[src/rtl/core/sct_pkg.sv]
// Shared types, codes and constants of the counting semaphore table.
package sct_pkg;

   // fixed field widths of the request and response transactions
   localparam int KIND_W   = 2;
   localparam int PID_W    = 8;
   localparam int SEM_W    = 4;
   localparam int CNT_W    = 16;
   localparam int STATUS_W = 2;

   // defaults for the top level parameters
   localparam int DEF_NUM_SEMS    = 16;
   localparam int DEF_QUEUE_DEPTH = 16;
   localparam int DEF_PID_BITS    = 8;

   // allocation flags examined per scan cycle
   localparam int SCAN_W = 8;

   localparam logic [KIND_W-1:0] KIND_ALLOC  = 2'd0;
   localparam logic [KIND_W-1:0] KIND_WAIT   = 2'd1;
   localparam logic [KIND_W-1:0] KIND_SIGNAL = 2'd2;

   localparam logic [STATUS_W-1:0] ST_OK         = 2'd0;
   localparam logic [STATUS_W-1:0] ST_NO_FREE    = 2'd1;
   localparam logic [STATUS_W-1:0] ST_QUEUE_FULL = 2'd2;

   localparam logic signed [CNT_W-1:0] CNT_MAX = 16'sh7fff;
   localparam logic signed [CNT_W-1:0] CNT_MIN = 16'sh8000;

   typedef struct packed {
      logic [KIND_W-1:0]       kind;
      logic [PID_W-1:0]        pid;
      logic [SEM_W-1:0]        sem_id;
      logic signed [CNT_W-1:0] init_value;
   } req_type;

   typedef struct packed {
      logic [STATUS_W-1:0] status;
      logic [SEM_W-1:0]    alloc_id;
      logic                block_caller;
      logic                wake_valid;
      logic [PID_W-1:0]    woken_pid;
   } rsp_type;

   typedef enum logic {
      ALU_DEC,
      ALU_INC
   } alu_op_type;

   typedef struct packed {
      logic signed [CNT_W-1:0] count;
      logic                    negative;
      logic                    non_positive;
      logic                    ring_full;
      logic                    ring_empty;
   } alu_res_type;

   typedef struct packed {
      logic rec_rd;
      logic rec_wr;
      logic ring_rd;
      logic ring_wr;
   } store_ctl_type;

   typedef struct packed {
      logic done;
      logic found;
   } scan_sts_type;

endpackage

[src/rtl/core/sct_alu.sv]
// Count and ring pointer arithmetic shared by every wait and signal.
module sct_alu #(
   parameter int QUEUE_DEPTH = sct_pkg::DEF_QUEUE_DEPTH,
   localparam int QW = $clog2(QUEUE_DEPTH)
) (
   input  sct_pkg::alu_op_type         op,
   input  logic signed [sct_pkg::CNT_W-1:0] count,
   input  logic [QW-1:0]               head,
   input  logic [QW-1:0]               tail,
   output logic [QW-1:0]               head_nxt,
   output logic [QW-1:0]               tail_nxt,
   output sct_pkg::alu_res_type        res
);
   import sct_pkg::*;

   localparam logic [QW-1:0] PtrLast = QW'(QUEUE_DEPTH - 1);

   always_comb begin
      unique case (op)
         ALU_INC: res.count = (count == CNT_MAX) ? CNT_MAX : count + 16'sd1;
         ALU_DEC: res.count = (count == CNT_MIN) ? CNT_MIN : count - 16'sd1;
         default: res.count = count;
      endcase
      res.negative     = res.count[CNT_W-1];
      res.non_positive = res.count[CNT_W-1] || (res.count == '0);
      head_nxt         = (head == PtrLast) ? '0 : head + 1'b1;
      tail_nxt         = (tail == PtrLast) ? '0 : tail + 1'b1;
      res.ring_full    = (tail_nxt == head);
      res.ring_empty   = (head == tail);
   end

endmodule

[src/rtl/core/sct_scan.sv]
// Allocation flags and the chunked search for the lowest free entry.
module sct_scan #(
   parameter int NUM_SEMS = sct_pkg::DEF_NUM_SEMS,
   localparam int SemW = $clog2(NUM_SEMS)
) (
   input  logic                  clock,
   input  logic                  reset,
   input  logic                  start,
   output sct_pkg::scan_sts_type sts,
   output logic [SemW-1:0]       idx
);
   import sct_pkg::*;

   localparam int NChunk = (NUM_SEMS + SCAN_W - 1) / SCAN_W;
   localparam int ChW    = (NChunk > 1) ? $clog2(NChunk) : 1;
   localparam int PadN   = NChunk * SCAN_W;
   localparam int PosW   = $clog2(SCAN_W);

   logic [NUM_SEMS-1:0] entry_valid_ff, entry_valid_in;
   logic [ChW-1:0]      chunk_ff, chunk_in;
   logic                active_ff, active_in;
   logic [PadN-1:0]     used_pad;
   logic [SCAN_W-1:0]   bits;
   logic [PosW-1:0]     pos;
   logic                any_free;
   logic                last_chunk;

   always_comb begin
      used_pad                 = '1;
      used_pad[NUM_SEMS-1:0]   = entry_valid_ff;
      bits                     = used_pad[chunk_ff*SCAN_W +: SCAN_W];
      pos                      = '0;
      any_free                 = 1'b0;
      for (int i = SCAN_W - 1; i >= 0; i--) begin
         if (!bits[i]) begin
            pos      = PosW'(i);
            any_free = 1'b1;
         end
      end
      last_chunk = (chunk_ff == ChW'(NChunk - 1));
      idx        = SemW'({chunk_ff, pos});
      sts.found  = active_ff && any_free;
      sts.done   = active_ff && (any_free || last_chunk);

      entry_valid_in = entry_valid_ff;
      chunk_in       = chunk_ff;
      active_in      = active_ff;
      if (start) begin
         active_in = 1'b1;
         chunk_in  = '0;
      end else if (active_ff) begin
         if (sts.done) begin
            active_in = 1'b0;
         end else begin
            chunk_in = chunk_ff + 1'b1;
         end
         if (sts.found) begin
            entry_valid_in[idx] = 1'b1;
         end
      end
   end

   always_ff @(posedge clock) begin
      if (reset) begin
         entry_valid_ff <= '0;
         chunk_ff       <= '0;
         active_ff      <= 1'b0;
      end else begin
         entry_valid_ff <= entry_valid_in;
         chunk_ff       <= chunk_in;
         active_ff      <= active_in;
      end
   end

endmodule

[src/rtl/core/sct_store.sv]
// Per-entry record memory (count, head, tail) and the wait ring memory.
module sct_store #(
   parameter int NUM_SEMS    = sct_pkg::DEF_NUM_SEMS,
   parameter int QUEUE_DEPTH = sct_pkg::DEF_QUEUE_DEPTH,
   parameter int PID_STORE_W = sct_pkg::DEF_PID_BITS,
   localparam int SemW = $clog2(NUM_SEMS),
   localparam int QW   = $clog2(QUEUE_DEPTH)
) (
   input  logic                              clock,
   input  logic                              reset,
   input  sct_pkg::store_ctl_type            ctl,
   input  logic [SemW-1:0]                   rec_rd_idx,
   input  logic [SemW-1:0]                   rec_wr_idx,
   input  logic signed [sct_pkg::CNT_W-1:0]  wr_count,
   input  logic [QW-1:0]                     wr_head,
   input  logic [QW-1:0]                     wr_tail,
   output logic signed [sct_pkg::CNT_W-1:0]  rd_count,
   output logic [QW-1:0]                     rd_head,
   output logic [QW-1:0]                     rd_tail,
   input  logic [SemW-1:0]                   ring_sem,
   input  logic [QW-1:0]                     ring_ptr,
   input  logic [PID_STORE_W-1:0]            ring_wr_pid,
   output logic [PID_STORE_W-1:0]            ring_rd_pid
);
   import sct_pkg::*;

   localparam int RecW = CNT_W + 2 * QW;

   logic [RecW-1:0]        rec_mem [NUM_SEMS];
   logic [PID_STORE_W-1:0] ring_mem [NUM_SEMS][QUEUE_DEPTH];
   logic [NUM_SEMS-1:0]    touched_ff;
   logic                   hit_ff;
   logic [RecW-1:0]        rec_q_ff;
   logic [RecW-1:0]        rec_view;
   logic [PID_STORE_W-1:0] ring_q_ff;

   // untouched entries read as their reset value
   always_ff @(posedge clock) begin
      if (reset) begin
         touched_ff <= '0;
      end else if (ctl.rec_wr) begin
         touched_ff[rec_wr_idx] <= 1'b1;
      end
   end

   always_ff @(posedge clock) begin
      if (ctl.rec_wr) begin
         rec_mem[rec_wr_idx] <= {wr_count, wr_head, wr_tail};
      end
      if (ctl.rec_rd) begin
         rec_q_ff <= rec_mem[rec_rd_idx];
         hit_ff   <= touched_ff[rec_rd_idx];
      end
   end

   // ring slots are only read between head and tail, so never before a write
   always_ff @(posedge clock) begin
      if (ctl.ring_wr) begin
         ring_mem[ring_sem][ring_ptr] <= ring_wr_pid;
      end
      if (ctl.ring_rd) begin
         ring_q_ff <= ring_mem[ring_sem][ring_ptr];
      end
   end

   assign rec_view    = hit_ff ? rec_q_ff : '0;
   assign rd_count    = rec_view[RecW-1 -: CNT_W];
   assign rd_head     = rec_view[2*QW-1 -: QW];
   assign rd_tail     = rec_view[QW-1:0];
   assign ring_rd_pid = ring_q_ff;

endmodule

[src/rtl/core/counting_semaphore_table.sv]
// Counting semaphore table with a FIFO wait ring per entry: sequencer and response register.
// Sequence: wait and signal pass S_EXEC then S_FINISH after the accept; a signal that wakes
//   a waiter also passes S_RING; allocate first scans in S_SCAN (8 allocation flags per cycle).
// Throughput: one transaction at a time; req_ready returns when the response is loaded,
//   and the record and ring memory reads are registered.
// Reset: synchronous, active high; all entries free, counts and ring pointers read as zero.
module counting_semaphore_table #(
   parameter int NUM_SEMS    = sct_pkg::DEF_NUM_SEMS,
   parameter int QUEUE_DEPTH = sct_pkg::DEF_QUEUE_DEPTH,
   parameter int PID_BITS    = sct_pkg::DEF_PID_BITS
) (
   input  logic             clock,
   input  logic             reset,
   input  logic             req_valid,
   output logic             req_ready,
   input  sct_pkg::req_type req_data,
   output logic             rsp_valid,
   input  logic             rsp_ready,
   output sct_pkg::rsp_type rsp_data
);
   import sct_pkg::*;

   localparam int SemW   = $clog2(NUM_SEMS);
   localparam int QW     = $clog2(QUEUE_DEPTH);
   // only the low PID_BITS of a pid are kept, never more than the field has
   localparam int PidW   = (PID_BITS < PID_W) ? PID_BITS : PID_W;
   localparam int CmpW   = ((SEM_W > SemW) ? SEM_W : SemW) + 1;

   // sequencer states
   localparam logic [2:0] S_IDLE   = 3'd0;
   localparam logic [2:0] S_SCAN   = 3'd1;
   localparam logic [2:0] S_EXEC   = 3'd2;
   localparam logic [2:0] S_RING   = 3'd3;
   localparam logic [2:0] S_FINISH = 3'd4;

   logic [2:0]      state_ff, state_in;
   req_type         req_ff, req_in;
   logic [SemW-1:0] sem_ff, sem_in;
   rsp_type         res_ff, res_in;
   rsp_type         rsp_ff, rsp_in;
   logic            rsp_valid_ff, rsp_valid_in;

   logic            req_fire;
   logic            in_range;
   logic            scan_start;
   scan_sts_type    scan_sts;
   logic [SemW-1:0] scan_idx;

   store_ctl_type           st_ctl;
   logic [SemW-1:0]         rec_rd_idx;
   logic signed [CNT_W-1:0] rd_count, wr_count;
   logic [QW-1:0]           rd_head, rd_tail, wr_head, wr_tail;
   logic [QW-1:0]           ring_ptr;
   logic [PidW-1:0]         ring_rd_pid;

   alu_op_type              alu_op;
   alu_res_type             alu_res;
   logic [QW-1:0]           head_nxt, tail_nxt;

   assign req_ready = (state_ff == S_IDLE);
   assign req_fire  = req_valid && req_ready;
   assign in_range  = (CmpW'(req_data.sem_id) < CmpW'(NUM_SEMS));

   // signal counts up, everything else that reaches the unit counts down
   assign alu_op = (req_ff.kind == KIND_SIGNAL) ? ALU_INC : ALU_DEC;

   sct_alu #(
      .QUEUE_DEPTH(QUEUE_DEPTH)
   ) u_alu (
      .op       (alu_op),
      .count    (rd_count),
      .head     (rd_head),
      .tail     (rd_tail),
      .head_nxt (head_nxt),
      .tail_nxt (tail_nxt),
      .res      (alu_res)
   );

   sct_scan #(
      .NUM_SEMS(NUM_SEMS)
   ) u_scan (
      .clock (clock),
      .reset (reset),
      .start (scan_start),
      .sts   (scan_sts),
      .idx   (scan_idx)
   );

   sct_store #(
      .NUM_SEMS    (NUM_SEMS),
      .QUEUE_DEPTH (QUEUE_DEPTH),
      .PID_STORE_W (PidW)
   ) u_store (
      .clock       (clock),
      .reset       (reset),
      .ctl         (st_ctl),
      .rec_rd_idx  (rec_rd_idx),
      .rec_wr_idx  (sem_ff),
      .wr_count    (wr_count),
      .wr_head     (wr_head),
      .wr_tail     (wr_tail),
      .rd_count    (rd_count),
      .rd_head     (rd_head),
      .rd_tail     (rd_tail),
      .ring_sem    (sem_ff),
      .ring_ptr    (ring_ptr),
      .ring_wr_pid (PidW'(req_ff.pid)),
      .ring_rd_pid (ring_rd_pid)
   );

   always_comb begin
      state_in     = state_ff;
      req_in       = req_ff;
      sem_in       = sem_ff;
      res_in       = res_ff;
      rsp_in       = rsp_ff;
      rsp_valid_in = rsp_valid_ff;
      scan_start   = 1'b0;
      st_ctl       = '0;
      rec_rd_idx   = scan_idx;
      wr_count     = alu_res.count;
      wr_head      = rd_head;
      wr_tail      = rd_tail;
      ring_ptr     = rd_tail;

      // output register drains independently of the sequencer
      if (rsp_valid_ff && rsp_ready) begin
         rsp_valid_in = 1'b0;
      end

      unique case (state_ff)
         S_IDLE: begin
            rec_rd_idx = SemW'(req_data.sem_id);
            if (req_fire) begin
               req_in = req_data;
               sem_in = SemW'(req_data.sem_id);
               res_in = '0;
               if (req_data.kind == KIND_ALLOC) begin
                  scan_start = 1'b1;
                  state_in   = S_SCAN;
               end else if ((req_data.kind == KIND_WAIT || req_data.kind == KIND_SIGNAL)
                            && in_range) begin
                  st_ctl.rec_rd = 1'b1;
                  state_in      = S_EXEC;
               end else begin
                  // unknown kind or entry outside the table: all-zero response
                  state_in = S_FINISH;
               end
            end
         end

         S_SCAN: begin
            if (scan_sts.done) begin
               if (scan_sts.found) begin
                  // fetch the record so the ring pointers survive the allocate
                  st_ctl.rec_rd = 1'b1;
                  sem_in        = scan_idx;
                  state_in      = S_EXEC;
               end else begin
                  res_in.status = ST_NO_FREE;
                  state_in      = S_FINISH;
               end
            end
         end

         S_EXEC: begin
            state_in = S_FINISH;
            unique case (req_ff.kind)
               KIND_ALLOC: begin
                  st_ctl.rec_wr   = 1'b1;
                  wr_count        = req_ff.init_value;
                  res_in.alloc_id = SEM_W'(sem_ff);
               end
               KIND_WAIT: begin
                  if (alu_res.negative) begin
                     if (alu_res.ring_full) begin
                        // refused: count and ring untouched
                        res_in.status = ST_QUEUE_FULL;
                     end else begin
                        st_ctl.rec_wr       = 1'b1;
                        st_ctl.ring_wr      = 1'b1;
                        ring_ptr            = rd_tail;
                        wr_tail             = tail_nxt;
                        res_in.block_caller = 1'b1;
                     end
                  end else begin
                     st_ctl.rec_wr = 1'b1;
                  end
               end
               KIND_SIGNAL: begin
                  st_ctl.rec_wr = 1'b1;
                  if (alu_res.non_positive && !alu_res.ring_empty) begin
                     // dequeue oldest waiter; its pid arrives next cycle
                     st_ctl.ring_rd = 1'b1;
                     ring_ptr       = rd_head;
                     wr_head        = head_nxt;
                     state_in       = S_RING;
                  end
               end
               default: begin
                  state_in = S_FINISH;
               end
            endcase
         end

         S_RING: begin
            res_in.wake_valid = 1'b1;
            res_in.woken_pid  = PID_W'(ring_rd_pid);
            state_in          = S_FINISH;
         end

         S_FINISH: begin
            if (!rsp_valid_ff || rsp_ready) begin
               rsp_in       = res_ff;
               rsp_valid_in = 1'b1;
               state_in     = S_IDLE;
            end
         end

         default: begin
            state_in = S_IDLE;
         end
      endcase
   end

   always_ff @(posedge clock) begin
      if (reset) begin
         state_ff     <= S_IDLE;
         rsp_valid_ff <= 1'b0;
      end else begin
         state_ff     <= state_in;
         rsp_valid_ff <= rsp_valid_in;
      end
   end

   // payload registers
   always_ff @(posedge clock) begin
      req_ff <= req_in;
      sem_ff <= sem_in;
      res_ff <= res_in;
      rsp_ff <= rsp_in;
   end

   assign rsp_valid = rsp_valid_ff;
   assign rsp_data  = rsp_ff;

endmodule
[config.mk]
export PLATFORM = sky130hd
export DESIGN_NAME = counting_semaphore_table
export DESIGN_NICKNAME = d
export VERILOG_FILES = /design/src/rtl/core/sct_pkg.sv /design/src/rtl/core/sct_alu.sv /design/src/rtl/core/sct_scan.sv /design/src/rtl/core/sct_store.sv /design/src/rtl/core/counting_semaphore_table.sv
export SDC_FILE = /design/constraint.sdc
export NUM_CORES = 2
export LEC_CHECK = 0
export BUFFER_PORTS_ARGS = -buffer_cell sky130_fd_sc_hd__buf_2
export CELL_PAD_IN_SITES_DETAIL_PLACEMENT = 0
export CELL_PAD_IN_SITES_GLOBAL_PLACEMENT = 1
export CORE_UTILIZATION = 56
export DETAILED_ROUTE_END_ITERATION = 10
export GPL_TIMING_DRIVEN = 0
export PLACE_DENSITY = 0.84
export SKIP_CTS_REPAIR_TIMING = 1
export SYNTH_ARGS = -nofsm -noshare
export SYNTH_HDL_FRONTEND = slang
export SYNTH_SLANG_ARGS = --single-unit
[constraint.sdc]
create_clock -name clock -period 6.7 [get_ports clock]
set_input_delay 0.335 -clock clock [delete_from_list [all_inputs] [get_ports clock]]
set_output_delay 0.335 -clock clock [all_outputs]
set_load 0.01 [all_outputs]
Yosys cells after proc, flatten, opt, wreduce, memory -nomap -nowiden

Memories as Yosys holds them, arrays and structs flattened. A register that Yosys moved wholly into a read port is not among the register bits.
Cells that the tools add are included.

Register bits after elaboration: 109
Bits in writable memories: 2432
Output and inout port bits: 18
Logic and storage cells: 202
Memories kept: 2

Memory list:

| name             | words | width | read ports | clocked after memory_dff | wr ports | RTL line        | text |
|---|---|---|---|---|---|---|---|
| u_store.ring_mem | 16    | 128   | 1          | 1                        | 1        | sct_store.sv:30 | `logic [PID_STORE_W-1:0] ring_mem [NUM_SEMS][QUEUE_DEPTH];` |
| u_store.rec_mem  | 16    | 24    | 1          | 1                        | 1        | sct_store.sv:29 | `logic [RecW-1:0] rec_mem [NUM_SEMS];` |

Add/sub/neg operators: 5
$lt $le $gt $ge: 7
Equality and inequality tests: 24
Shift operators: 1
Muxes and demuxes: 101
Bitwise gates (word level): 6
Reduce and logical (&&, ||, !) cells: 34

Operators by type and width:

| cell                    | count |
|---|---|
| $mux W128               | 1 |
| $mux W16                | 5 |
| $mux W4                 | 18 |
| $mux W3                 | 17 |
| $mux W1                 | 38 |
| $bmux W8 S4             | 1 |
| $demux W8 S4            | 1 |
| $eq A16 B16 Y1 const B  | 2 |
| $or A16 B16 Y16         | 2 |
| $pmux W16 S2            | 1 |
| $mux W24                | 1 |
| $mux W8                 | 3 |
| $pmux W9 S2             | 1 |
| $add A16 B2 Y16 const B | 1 |
| $logic_not A16 Y1       | 1 |
| $shiftx A16 B5 Y8       | 1 |
| $sub A16 B2 Y16 const B | 1 |
| $lt A4 B5 Y1 const B    | 3 |
| $pmux W3 S5             | 1 |
| $ne A2 B2 Y1 const B    | 7 |
| $mux W2                 | 5 |
| $pmux W5 S2             | 1 |
| $reduce_and A3 Y1       | 3 |
| $add A4 B1 Y4 const B   | 2 |
| other kinds (31)        | 61 |

Longest topological paths before layout

Depth after elaboration: 16
Depth in mapped cells: 23

Modules after synthesis

Synthesis repeated with hierarchy kept, for this count alone.

Cell total of the unflattened synthesis: 4663
Area, all modules: 99306.5 um^2

By module, submodules not included:

| module                   | times used | cells an instance | area each (um^2) |
|---|---|---|---|
| sct_store                | 1          | 4189              | 94334.2 |
| counting_semaphore_table | 1          | 178               | 2854.0 |
| sct_alu                  | 1          | 191               | 1238.7 |
| sct_scan                 | 1          | 105               | 879.6 |

Worst setup path after synthesis

Ideal clock, no wire load.

Kind: register to register
Start point: register u_store.hit_ff
End point: memory u_store.rec_mem[11][0] (netlist bit), enable pin
Data arrival time: 5225 ps
Slack: 1069 ps
Cell stages (with the launch flop): 20
Cells stage by stage: edfxtp_1 > clkbuf_1 > clkbuf_1 > buf_1 > clkbuf_1 > clkbuf_1 > clkbuf_1 > nand2_1 > inv_1 > ha_1 > nand4_1 > nor4_1 > nor2_1 > mux2_2 > a22oi_1 > nor2_1 > o21ai_0 > nand2_1 > clkbuf_1 > nor2_1

Cells in the longest elaborated chain, start to end: 10

Ends and longest elaborated chain:

| item                                                                    | RTL line                        | text |
|---|---|---|
| from (decl)                                                             | sct_store.sv:32                 | `logic hit_ff;` |
| from (signal assigned)                                                  | sct_store.sv:52                 | `hit_ff <= touched_ff[rec_rd_idx];` |
| $mux W24 (*)                                                            | sct_store.sv:66                 | `assign rec_view = hit_ff ? rec_q_ff : '0;` |
| parallel branches: the longest is 4 deep, another holds $sub A16 B2 Y16 | n/a                             |  |
| $mux W1 (*)                                                             | counting_semaphore_table.sv:175 | `if (alu_res.negative) begin` |
| $pmux W1 S2 (*)                                                         | counting_semaphore_table.sv:168 | `unique case (req_ff.kind)` |
| $mux W3 (*)                                                             | counting_semaphore_table.sv:131 | `unique case (state_ff)` |
| $mux W1 (*)                                                             | sct_store.sv:47                 | `if (ctl.rec_wr) begin` |
| $mux W1 (implied by the code) (*)                                       | sct_store.sv:48                 | `rec_mem[rec_wr_idx] <= {wr_count, wr_head, wr_tail};` |
| to (decl)                                                               | sct_store.sv:29                 |  |

Every way passes the cells marked *.

==> impl_metrics.ini <==
[sta]
finClkSkew_ns = 0.0884
max_slew.worst_pin.slew_ns = 2.03
hold_viol = 0
relSlewSlack_pct = -35.6
rsz0062_at_grt = yes
timing.final.crit_share_pct = 106
setup_viol = 142
final_max_slew_viol_count = 169
fmax_mhz = 140
setup_slack_ns = -0.429
period_minus_slack_ns = 7.13

[yosys]
yosys-top-cells-area = edfxtp_1 (75%), mux4_2 (16%), nor2_1 (1.3%), mux2i_1 (1.3%), dfxtp_1 (0.83%)
async_reset_ff_share_pct = 0
synthTopCellsByCount = edfxtp_1 (2527), mux4_2 (702), nor2_1 (345), clkbuf_1 (170), mux2i_1 (127)
yosys.area.top_type_share_pct = 75.1
yosys_warnings = 0
synth_area_leader_cell = edfxtp_1
syn_area_per_cell_um2 = 21.4
ys_seq_area_share_pct = 76.0
mappedNetlistArea_um2 = 101000
synth.most_common_cell = edfxtp_1
synth_cells = 4718
ys.flop_type = edfxtp_1
synth.distinct_cells = 76
synth_fp_nets = 4759
synth_edf_count = 2527
ys_ff_latch = 2569

[routing]
avgViaCountPerCell = 7.42
drt.antenna.violating_nets = 0
drt_iter0_markers = 11500
routed-via-count = 58000
drc = 0
routedWlPerCell_um = 44.6
totalWireLength_um = 349000
drt_pre_antenna_iters = 7

[critical_path]
cpPeakStageDelay_ns = 1.36
arrival_ns = 7.61
startpoint_type = flip-flop
slowest_stage = clkbuf_1
required_ns = 7.18
crit_chain = clkbuf_1 -> buf_1 -> clkbuf_2 -> clkbuf_1 -> mux2i_1 -> a21oi_1 -> mux2i_2 -> o22a_1 -> nand4_1
path_class = reg -> reg
cp-end-kind = flip-flop
crit_top_cell = clkbuf_1
path_max_fanout = 10

[run_status]
violations = max-capacitance violations, max-slew violations, negative setup slack
status = finished, violations left

[finish]
drive_gt1_share_pct = 31.9
fillCellCount = 11000
fin_util_pct = 65.4
multi_input_area_um2 = 23900
syn2layout_area_growth_pct = 15.9
regArea_um2 = 76700
nNetsFinal = 5259

[floorplanning]
floorplan.die.width_um = 427
die_area_um2 = 182000
coreArea_um2 = 179000
placementRows = 155
die-height_um = 427
boundaryPins = 52
start_util_pct = 56.5

[clocking]
root_buffer = clkbuf_16
cts.reportedPaths.clkPinSlew_ns = 0.07
numCtsBuffers = 239
clk_latency_ns = 0.93
cts.sinks = 2569
cts_tree = yes
clk_path_buf_depth = 3
htreeDepth = 4

[global_routing]
antenna_found_initial = 26
grt_pass1_wl_um = 457000
grt_pass1_vias = 54200
grtUsageTotal_pct = 37.9
grt_max_degree = 39
grt.overflow.total = 0

[worst_hold_path]
hold_class = in -> reg

[flow_run]
maxCapViolCount = 18

[placement]
dp_hpwl_um = 216000
gp_congestion = 1.01
place_ws_ns = -2.73
port_buffers = 50

[pwr]
power.density_nw_per_um2 = 341
irDropWorstVdd_v = 0.000295
p_leak_uw = 0.0369
-- registers in the layout, indices dropped and copies added, names as in the netlist, named ones only --
name                   flops
u_store.touched_ff        16
rsp_valid                  1
u_store.ring_mem        2048
u_store.rec_q_ff          24
rsp_data                  16
u_scan.entry_valid_ff     16
u_store.rec_mem          384
u_store.hit_ff             1
state_ff                   3
res_ff                    16
req_ff                    26
u_scan.active_ff           1
u_store.ring_rd_pid        8
u_scan.chunk_ff            1
sem_ff                     4
-- stage by stage --
step | total power [uW] | instance area, um^2 | instances | setup TNS (ns) | hold slack, ns
after floorplan | 22200 | 101000 | 4718 | 0 | 0.400
after global placement | 25600 | 104000 | 7123 | -7032.37 | 0.405
after detailed placement | 26000 | 107000 | 7231 | -5668.96 | 0.405
after CTS | 39200 | 115000 | 7686 | -5844.88 | -0.427
after global routing | 40200 | 117000 | 7789 | -0.769 | 0.154
final | 39900 | 117000 | 7813 | -10.31 | 0.160
-- power by group --
part	switching (uW)	internal (uW)	leakage (uW)
sequential	89.8	18100	0.0231
combinational	5430	2680	0.0100
clock	6210	7380	0.00376
total	11700	28200	0.0369
-- per-layer routing --
metal | up-vias | share of wire [%] | GRT usage, %
met5 | - | 0.086 | 0.741
met1 | 29500 | 32 | 48.9
met3 | 1324 | 17 | 16.8
met2 | 6322 | 43 | 53.7
met4 | 22 | 7.2 | 21.8
li1 | 20800 | - | -
-- path summary, 6_finish.rpt --
kind	depth (start not counted)	slack, ns	from	endpoint
min	2	0.16	req_data[23]	req_ff[23]
max	9	-0.43	flip-flop	u_store.ring_rd_pid[2]
min reg2reg	0	0.42	res_ff[10]	rsp_data[10]
max reg2reg	9	-0.43	flip-flop	u_store.ring_rd_pid[2]
-- cell type report --
class	count	share of cell area (%)
clock inverters	179	1.35
flip-flops and latches	2569	65.6
well taps	2355	2.52
multi-input cells	1823	20.4
clock buffers	276	5.27
plain buffers	289	1.22
inverters	40	0.128
repair buffers	256	3.48
diodes	26	0.0556
-- placed cells by master, fill, tap and decap left out, drive strengths merged, types with 5 or more instances in the layout --
cell / count
mux4: 702
diode: 26
or3: 5
a211oi: 32
a211o: 6
nor4: 11
o211ai: 54
mux2i: 128
o22a: 7
o21ba: 12
edfxtp: 2527
inv: 44
a21oi: 70
mux2: 50
and2: 24
nor2: 350
a31oi: 11
o221ai: 6
and3: 12
clkbuf: 446
nand4: 38
xor2: 10
xnor2: 11
nand2: 76
nor2b: 36
o311ai: 5
nand2b: 10
clkinv: 142
nor3: 11
nand3: 23
dlygate4sd3: 34
ha: 7
or2: 5
clkinvlp: 13
or4: 6
dfxtp: 42
buf: 341
a221oi: 5
bufinv: 20
o21ai: 56
-- critical path: cells and delay by family, from the launching register on --
family / cells / cell delay (ns)
muxes: 2 / 1.08
DFF: 1 / 0.56
buffers and inverters: 4 / 4.26
AOI/OAI and AO/OA: 2 / 0.41
and+or+nand+nor: 1 / 0.30
-- cells by family after synthesis --
logic type / count (synthesis) / synth area share [%]
adder cells (fa/ha/maj): 7 / 0.0867
AND/OR/NAND/NOR: 617 / 2.92
buffers and inverters: 330 / 1.37
flip-flops: 2569 / 76.0
multiplexers: 880 / 17.5
AO/OA/AOI/OAI: 294 / 1.98
XOR/XNOR: 21 / 0.182
No activity file was read; power rests on OpenSTA's default activity.
